$ cat config.mk
export PLATFORM = sky130hd
export DESIGN_NAME = bmz_axis
export DESIGN_NICKNAME = d
export VERILOG_FILES = /design/src/rtl/core/bmz_pkg.sv /design/src/rtl/core/bmz_axis.sv
export SDC_FILE = /design/constraint.sdc
export NUM_CORES = 1
export LEC_CHECK = 0
export ABC_AREA = 1
export BUFFER_PORTS_ARGS = -buffer_cell sky130_fd_sc_hd__buf_2
export CAP_MARGIN = 5
export CORE_ASPECT_RATIO = 0.8
export CORE_MARGIN = 2
export CORE_UTILIZATION = 30
export DETAILED_ROUTE_END_ITERATION = 16
export PLACE_DENSITY_LB_ADDON = 0.3
export SETUP_SLACK_MARGIN = 0.05
export SLEW_MARGIN = 20
export SYNTH_ARGS = -nofsm -noshare
export SYNTH_HDL_FRONTEND = slang
export SYNTH_SLANG_ARGS = --single-unit
$ cat constraint.sdc
create_clock -name clk -period 11.55 [get_ports clk]
set_input_delay 2.31 -clock clk [delete_from_list [all_inputs] [get_ports clk]]
set_output_delay 2.31 -clock clk [all_outputs]
set_load 0.05 [all_outputs]
$ cat src/rtl/core/bmz_pkg.sv
// ----------------------------------------------------------------------------
// bmz_pkg: shared types and constants of the bilinear mesh height lookup
// Field widths, fixed-point formats, register map and the item structs.
// ----------------------------------------------------------------------------
package bmz_pkg;

  // field widths
  localparam int COORD_W  = 20;   // positions and origins, 1/256 mm
  localparam int FACTOR_W = 24;   // cells per mm, Q8.16
  localparam int Z_W      = 16;   // heights, micrometres
  localparam int IDX_W    = 4;    // mesh column / row

  // fixed-point formats
  localparam int POS_FRAC    = 8;                     // 1/256 mm
  localparam int FACTOR_FRAC = 16;                    // Q8.16
  localparam int RATIO_FRAC  = POS_FRAC + FACTOR_FRAC; // Q24 cells
  localparam int Q_FRAC      = 16;                    // blend weights, Q16
  localparam int FRAC_W      = 37;                    // signed Q16 fraction

  // mesh geometry defaults
  localparam int MESH_POINTS_X_DEF = 8;
  localparam int MESH_POINTS_Y_DEF = 8;
  localparam int BOX_KEEP_LAST     = 2;   // last box index below the point count
  localparam int EDGE_HOLD         = 1;   // last point index below the point count

  // pipeline
  localparam int AXIS_STAGES  = 3;
  localparam int BLEND_STAGES = 7;

  // configuration port
  localparam int APB_AW         = 5;
  localparam int APB_DW         = 32;
  localparam int FACTOR_RST_VAL = 6554;

  localparam logic signed [Z_W-1:0] Z_MAX = 16'sh7fff;
  localparam logic signed [Z_W-1:0] Z_MIN = 16'sh8000;

  typedef enum logic {
    FUNC_WRITE = 1'b0,
    FUNC_QUERY = 1'b1
  } func_t;

  typedef enum logic [2:0] {
    REG_START_X  = 3'd0,
    REG_START_Y  = 3'd1,
    REG_FACTOR_X = 3'd2,
    REG_FACTOR_Y = 3'd3,
    REG_EXTRAP   = 3'd4
  } reg_idx_t;

  typedef struct packed {
    func_t                     func;
    logic [IDX_W-1:0]          index_x;
    logic [IDX_W-1:0]          index_y;
    logic signed [Z_W-1:0]     z_value;
    logic signed [COORD_W-1:0] pos_x;
    logic signed [COORD_W-1:0] pos_y;
  } in_item_t;

  typedef struct packed {
    logic signed [Z_W-1:0] offset;
    logic [IDX_W-1:0]      cell_x;
    logic [IDX_W-1:0]      cell_y;
    logic                  saturated;
  } out_result_t;

  // write item fields carried to the mesh write stage
  typedef struct packed {
    func_t                 func;
    logic [IDX_W-1:0]      index_x;
    logic [IDX_W-1:0]      index_y;
    logic signed [Z_W-1:0] z_value;
  } wr_info_t;

  // per-item tag carried beside the blend datapath
  typedef struct packed {
    func_t            func;
    logic [IDX_W-1:0] cell_x;
    logic [IDX_W-1:0] cell_y;
  } tag_t;

  // parity of the box corners, picks mesh banks
  typedef struct packed {
    logic cx0;
    logic nx0;
    logic cy0;
    logic ny0;
  } corner_sel_t;

endpackage

$ cat src/rtl/core/bmz_axis.sv
// ----------------------------------------------------------------------------
// bmz_axis: one axis of the position split
// Three stages: origin subtract, scale to Q24 cells, floor and clamp to a box
// with the next grid point and a signed Q16 fraction.
// ----------------------------------------------------------------------------
module bmz_axis #(
  parameter int POINTS = bmz_pkg::MESH_POINTS_X_DEF
) (
  input  logic                              clk,
  input  logic signed [bmz_pkg::COORD_W-1:0] pos_i,
  input  logic signed [bmz_pkg::COORD_W-1:0] start_i,
  input  logic [bmz_pkg::FACTOR_W-1:0]      factor_i,
  input  logic                              extrap_i,
  output logic [bmz_pkg::IDX_W-1:0]         cell_o,
  output logic [bmz_pkg::IDX_W-1:0]         cell_hi_o,
  output logic signed [bmz_pkg::FRAC_W-1:0] frac_o
);
  import bmz_pkg::*;

  localparam int REL_W    = COORD_W + 1;
  localparam int RATIO_W  = REL_W + FACTOR_W + 1;
  localparam int WHOLE_W  = RATIO_W - RATIO_FRAC;
  localparam int PAD_W    = RATIO_W - IDX_W - RATIO_FRAC;
  localparam int DROP     = RATIO_FRAC - Q_FRAC;
  localparam int TOP_EDGE = POINTS - EDGE_HOLD;
  localparam int TOP_BOX  = POINTS - BOX_KEEP_LAST;

  logic signed [REL_W-1:0]   rel_r, rel_nxt;
  logic signed [RATIO_W-1:0] ratio_r, ratio_nxt;
  logic signed [FACTOR_W:0]  factor_s;
  logic signed [WHOLE_W-1:0] whole, top_s;
  logic                      below, above;
  logic [IDX_W-1:0]          cell_cl;
  logic [IDX_W:0]            cell_inc;
  logic signed [RATIO_W-1:0] base, frac_full;
  logic [IDX_W-1:0]          cell_r, cell_nxt, cell_hi_r, cell_hi_nxt;
  logic signed [FRAC_W-1:0]  frac_r, frac_nxt;

  always_comb begin
    rel_nxt   = REL_W'(pos_i) - REL_W'(start_i);
    factor_s  = $signed({1'b0, factor_i});
    ratio_nxt = rel_r * factor_s;
  end

  always_comb begin
    whole   = ratio_r[RATIO_W-1:RATIO_FRAC];
    top_s   = extrap_i ? WHOLE_W'(TOP_BOX) : WHOLE_W'(TOP_EDGE);
    below   = ratio_r[RATIO_W-1];
    above   = whole > top_s;
    if (below) begin
      cell_cl = '0;
    end else if (above) begin
      cell_cl = top_s[IDX_W-1:0];
    end else begin
      cell_cl = whole[IDX_W-1:0];
    end
    base      = $signed({{PAD_W{1'b0}}, cell_cl, {RATIO_FRAC{1'b0}}});
    frac_full = ratio_r - base;
    // hold the edge: outside the grid the fraction is zeroed, so the edge height holds
    if (!extrap_i && (below || above)) begin
      frac_full = '0;
    end
    cell_inc = {1'b0, cell_cl} + 1'b1;
    if (cell_inc < (IDX_W+1)'(POINTS - 1)) begin
      cell_hi_nxt = cell_inc[IDX_W-1:0];
    end else begin
      cell_hi_nxt = IDX_W'(POINTS - 1);
    end
    cell_nxt = cell_cl;
    frac_nxt = frac_full[FRAC_W+DROP-1:DROP];
  end

  always_ff @(posedge clk) begin
    rel_r     <= rel_nxt;
    ratio_r   <= ratio_nxt;
    cell_r    <= cell_nxt;
    cell_hi_r <= cell_hi_nxt;
    frac_r    <= frac_nxt;
  end

  assign cell_o    = cell_r;
  assign cell_hi_o = cell_hi_r;
  assign frac_o    = frac_r;

endmodule

==> results by group, run 1 <==
Run status
  – Status: complete, no violations

Finish
  – Area growth syn-to-layout: 8.39%
  – Layout Nets: 3,581
  – Layout cells sized above 1: 5.90%
  – Ant. Diodes: 0
  – Final instance area: 23,600 µm²

Placed design
  – IO buf count: 110
  – Placed inst area: 23,300 µm²
  – DP HPWL: 49,100 µm
  – Placer Congestion: 0.898

Detailed routing
  – DR vias/cell: 4.47
  – Pre-Repair DR Iteration Count: 5
  – # DRC: 0
  – Final Routed Wirelength: 58,300 µm
  – Via count: 17,177
  – WL/cell: 15.2 µm
  – Final antenna-violating net count: 0
  – Initial DRC count: 1,101

Die
  – # rows: 88
  – DIE HEIGHT: 245 µm
  – Chip width: 305 µm
  – Top-Level Pins: 111
  – Initial core utilization: 30.3%
  – DIE AREA: 74,900 µm²
  – CORE AREA: 72,000 µm²

Worst setup path
  – Slowest CP cell: fa_1
  – CP endpoint kind: register
  – R2R cell count: 25
  – WP data arrival: 8.63 ns
  – Setup Crit Path Kind: input pin to register
  – Crit Path Max Fanout: 21
  – Worst path buffer plus inverter count: 9
  – Startpoint types: input pin
  – CP most frequent cell: inv_1
  – Largest stage delay, worst path: 0.53 ns
  – Worst endpoint required time: 11.83 ns
  – Top delay family on crit path: adder cells
  – Cell depth of the worst setup path: 26

Yosys
  – Top-count cell post-synth: inv_1
  – Post-synth EDFFs: 0
  – Post-synth top flop: dfxtp_1
  – Ranking of synthesized cells by area: fa_1, inv_1, ha_1
  – Sequential cell area fraction in the yosys report: 9.54%
  – Largest area contributor in the netlist: fa_1
  – Avg Cell Area, Syn: 7.65 µm²
  – Post-Syn Instances: 2,851
  – Library cells used by synthesis: 41
  – Synth top area share: 38.2%
  – Ys async rst share: 0%
  – Seq cells post-synth: 104
  – Mapped Area: 21,800 µm²
  – Yosys Warn Count: 0
  – Synth top cells by count: inv_1, nand2_1, fa_1, ha_1, nor2_1

Global routing
  – Largest net degree at the start of global routing: 28
  – First-pass GRT wire length: 97,800 µm
  – Initial antenna violation count: 1
  – Overflow after GRT: 0
  – GR Util All Layers: 16.5%
  – Vias in the first global route: 18,152

Worst hold path
  – Hold Path Cell Cnt: 2
  – Hold Crit Class: register to register

Timing
  – Final count of negative-setup-slack endpoints: 0
  – RSZ-0062 raised after global routing: no
  – Fmax: 120 MHz
  – Final TNS setup: 0 ns
  – Max Slew Vio Count: 0
  – Final hold slack: 0.408 ns
  – Final Hold Viols: 0
  – Worst-Margin Slew: 1.16 ns
  – Slew headroom: 22.7%
  – Final setup skew: 0.0164 ns
  – Final min period: 8.35 ns
  – Final period util: 72.3%

CTS
  – H-tree Lvls: 3
  – Post-CTS Setup Inserts: 0
  – Clock latency on the worst-skew pair: 0.38 ns
  – Clk sinks: 104
  – CTS Buf Count: 9
  – Root Driver: clkbuf_16
  – CTS tree: built
  – Post-CTS sizing: 0
  – Clock edge transition at the registers on the reported setup and hold paths: 0.08 ns
  – CTS Hold Buffers Added: 0
  – CTS Buffer Depth: 2

Flow run
  – Number of max-cap violations: 0
[final timing paths]
path	start	endpoint	slack, ns
setup reg to reg	rel_r[0]	ratio_r[35]	4.44
hold / removal	ratio_r[23]	frac_o[15]	0.41
setup / recovery	factor_i[9]	ratio_r[35]	3.20
hold reg to reg	ratio_r[23]	frac_o[15]	0.41
[routing by layer]
layer	vias to the layer above	GRT usage (%)	wire, µm
li1	8259	-	-
met1	8488	22.8	27500
met2	381	27.7	27000
met3	47	1.98	2790
met4	2	3.49	986
met5	-	0	17
[sequential cells by signal, summed over array words and instances, names as in the netlist]
| name | count |
|---|---|
| frac_o | 37 |
| ratio_r | 38 |
| cell_o | 4 |
| cell_hi_o | 4 |
| rel_r | 21 |
[cell families after synthesis]
group | share of synthesized area, %
compound gates | 4.96
xor+xnor | 2.37
fa+ha+maj | 49.9
buf+inv | 16.4
flops | 9.54
other cells | 0.0344
simple gates | 16.8
[worst reg2reg max path, cell delays in order, from the launching register on]
cell	delay [ns]
dfxtp_1	1.09
nand2_1	0.21
fa_1	0.59
inv_1	0.05
ha_1	0.28
inv_1	0.07
fa_1	0.54
inv_1	0.05
fa_1	0.50
inv_1	0.05
fa_1	0.53
inv_1	0.05
fa_1	0.48
inv_1	0.05
fa_1	0.49
inv_1	0.05
ha_1	0.38
nand2_1	0.12
o21ai_0	0.31
a21oi_1	0.16
o21ai_0	0.53
inv_1	0.09
nand2_1	0.11
nand3_1	0.10
nand3_1	0.09
nand2_1	0.05
[stage by stage]
| stage | std cells | setup slack (ns) | util, % |
|---|---|---|---|
| finish | 3845 | 3.20 | 32.8 |
| global placement | 3829 | 2.91 | 32.4 |
| detailed placement | 3829 | 2.94 | 32.4 |
| CTS | 3845 | 3.33 | 32.8 |
| floorplan | 2852 | 3.78 | - |
| global route | 3845 | 2.93 | 32.8 |
[placed cells by master (no fill, tap or decap), types with 3 or more instances in the layout]
cell,instances
nand3_1,48
nor2_1,140
inv_1,858
ha_1,204
a21oi_1,88
o21ai_0,52
conb_1,3
o21ai_2,6
a21boi_0,3
xnor2_1,12
xor2_1,47
o21bai_1,5
nor3_1,17
a21o_1,13
clkbuf_16,9
buf_4,15
clkinv_8,4
nand4_1,15
nor4_1,7
a31oi_1,8
buf_2,110
or2_2,14
dfxtp_2,3
nand2_1,674
fa_1,416
dfxtp_1,101
[area by class of cell]
cell class,instances,area (µm²)
clock buffers,9,225
well taps,945,1180
fillers,7852,48400
inverters,860,3230
flip-flops and latches,104,2090
repair buffers,125,663
multi-input cells,1795,16200
clock inverters,7,101
Power of run 1 is left out: the tool's default activity adds up to more than one toggle a clock period on the data nets, which glitch-free logic cannot reach.
==> run 2, diff against run 1 <==
Clock period 11.55 ns to 7.95 ns, I/O delays scaled along.
==> run 2 against run 1 <==
- critical path depth decreased by 4
- design area increased by 1.1%
- worst setup slack got worse by 2.7 ns
- register-to-register slack got worse by 3.5 ns
- critical path type unchanged
- largest cell class unchanged
==> results by group, run 2 (synthesis results as in run 1) <==
Worst setup path
  – Reg2Reg Launch Point: rel_r[20] (was rel_r[0])
  – CP endpoint kind: register (unchanged)
  – Worst endpoint required time: 8.23 ns (was 11.83 ns)
  – Startpoint types: input pin (unchanged)
  – Slowest CP cell: fa_1 (unchanged)
  – WP data arrival: 7.69 ns (was 8.63 ns)
  – CP most frequent cell: fa_1 (was inv_1)
  – Cell Chain, Critical Path: buf_2 > nand2_1 > fa_1 > fa_1 > fa_1 > inv_1 > fa_1 > fa_1 > fa_1 > inv_1 > fa_1 > inv_1 > ha_1 > nand2_1 > nor2_1 > a21oi_1 > o21ai_0 > inv_1 > nand2_1 > nand3_1 > nand3_1 > nand2_1
  – Crit Path Max Fanout: 21 (unchanged)
  – R2R cell count: 21 (was 25)
  – FF-to-FF setup slack: 0.97 ns (was 4.44 ns)
  – Largest stage delay, worst path: 0.55 ns (was 0.53 ns)
  – RR Endpoint: ratio_r[41] (was ratio_r[35])
  – Setup Crit Path Kind: input pin to register (unchanged)

CTS
  – Clock latency on the worst-skew pair: 0.37 ns (was 0.38 ns)
  – CTS Hold Buffers Added: 0 (unchanged)
  – Post-CTS sizing: 0 (unchanged)
  – H-tree Lvls: 3 (unchanged)
  – Clock edge transition at the registers on the reported setup and hold paths: 0.09 ns (was 0.08 ns)
  – CTS Buf Count: 9 (unchanged)
  – CTS Buffer Depth: 2 (unchanged)
  – Root Driver: clkbuf_16 (unchanged)
  – Post-CTS Setup Inserts: 0 (unchanged)
  – CTS tree: built (unchanged)
  – Clk sinks: 104 (unchanged)

Placed design
  – IO buf count: 110 (unchanged)
  – Placed inst area: 23,600 µm² (was 23,300 µm²)
  – DP Worst Slack: 0.170 ns (was 2.94 ns)
  – Placer Congestion: 0.914 (was 0.898)
  – DP HPWL: 51,500 µm (was 49,100 µm)

Finish
  – Layout fillers: 7,843 (was 7,852)
  – Register area: 2080 µm² (was 2090 µm²)
  – Area growth syn-to-layout: 9.53% (was 8.39%)
  – Layout Nets: 3,614 (was 3,581)
  – Most common cell after layout, fill and taps aside: inv_1 (unchanged)
  – Max reg flops: 38 (unchanged)
  – Final core occ: 33.2% (was 32.8%)
  – Layout cells sized above 1: 6.89% (was 5.90%)
  – Biggest register: ratio_r (unchanged)
  – Final instance area: 23,900 µm² (was 23,600 µm²)
  – Ant. Diodes: 0 (unchanged)
  – Commonest cells after routing, fill and taps aside: inv_1, nand2_1, fa_1, ha_1, nor2_1 (unchanged)
  – Area of the multi-input gates: 16,200 µm² (unchanged)

Die
  – Top-Level Pins: 111 (unchanged)
  – Initial core utilization: 30.3% (unchanged)
  – # rows: 88 (unchanged)
  – DIE AREA: 74,900 µm² (unchanged)
  – Chip width: 305 µm (unchanged)
  – DIE HEIGHT: 245 µm (unchanged)
  – CORE AREA: 72,000 µm² (unchanged)

Timing
  – Worst-Margin Slew: 0.935 ns (was 1.16 ns)
  – Final count of negative-setup-slack endpoints: 0 (unchanged)
  – Final period util: 93.3%
  – Max Slew Vio Count: 0 (unchanged)
  – Final Hold Viols: 0 (unchanged)
  – Final TNS setup: 0 ns (unchanged)
  – Final min period: 7.41 ns
  – Setup slack after layout: 0.536 ns (was 3.20 ns)
  – Slew headroom: 37.6% (was 22.7%)
  – Fmax: 135 MHz
  – RSZ-0062 raised after global routing: no (unchanged)
  – Final setup skew: 0.0129 ns (was 0.0164 ns)

Detailed routing
  – Initial DRC count: 938 (was 1,101)
  – Final Routed Wirelength: 59,700 µm (was 58,300 µm)
  – Via count: 17,452 (was 17,177)
  – Final antenna-violating net count: 0 (unchanged)
  – # DRC: 0 (unchanged)
  – Pre-Repair DR Iteration Count: 5 (unchanged)
  – DR vias/cell: 4.50 (was 4.47)
  – WL/cell: 15.4 µm (was 15.2 µm)

Global routing
  – Overflow after GRT: 0 (unchanged)
  – First-pass GRT wire length: 101,000 µm (was 97,800 µm)
  – GR Util All Layers: 16.9% (was 16.5%)
  – Initial antenna violation count: 2 (was 1)
  – Vias in the first global route: 18,718 (was 18,152)
  – Largest net degree at the start of global routing: 28 (unchanged)

Worst hold path
  – Hold Crit Endpoint: frac_o[5] (was frac_o[15])
  – Hold Path Cell Cnt: 2 (unchanged)
  – Hold Crit Class: register to register (unchanged)
  – Hold wc startpoint: ratio_r[13] (was ratio_r[23])

Run status
  – Status: complete, no violations (unchanged)

Flow run
  – Number of max-cap violations: 0 (unchanged)
## run 2: layout make-up
type,instances,share of cell area [%]
clock buffer,9,0.943
clock inverter,7,0.393
inverter,860,13.5
multi-input combinational,1795,67.6
sequential,104,8.72
tap,945,4.95
timing repair buffer,158,3.86
## run 2: how the worst max path moves through the flow
stage                  endpoint    startpoint  depth (start not counted)  slack, ns
floorplan           ratio_r[35]  factor_i[19]                         26       0.90
global placement    ratio_r[25]   factor_i[5]                         25       0.16
detailed placement  ratio_r[35]  factor_i[11]                         24       0.17
CTS                 ratio_r[35]  factor_i[10]                         22       0.57
global route        ratio_r[37]  factor_i[10]                         22       0.17
finish              ratio_r[35]  factor_i[11]                         22       0.54
## run 2: worst max-delay path, delay by kind of cell
| family | cells | cell delay [ns] |
|---|---|---|
| AOI/OAI and AO/OA | 2 | 0.58 |
| adders and majority gates | 8 | 3.88 |
| buffers and inverters | 5 | 0.65 |
| and+or+nand+nor | 7 | 0.94 |
## run 2: layer usage
metal	wire (µm)	track usage (%)	vias up	part of all wire (%)
li1	-	-	8325	-
met1	28700	23.9	8706	48
met2	27600	28.4	371	46
met3	2620	1.50	48	4.4
met4	825	3.23	2	1.4
met5	8	0	-	0.013
## run 2: through the flow
stage          std cells  hold WS (ns)
4_1_cts             3878         0.416
3_5_place_dp        3862         0.401
3_3_place_gp        3862         0.403
5_1_grt             3878         0.430
6_report            3878         0.411
2_1_floorplan       2852         0.394
Power of run 2 is left out for the same reason.
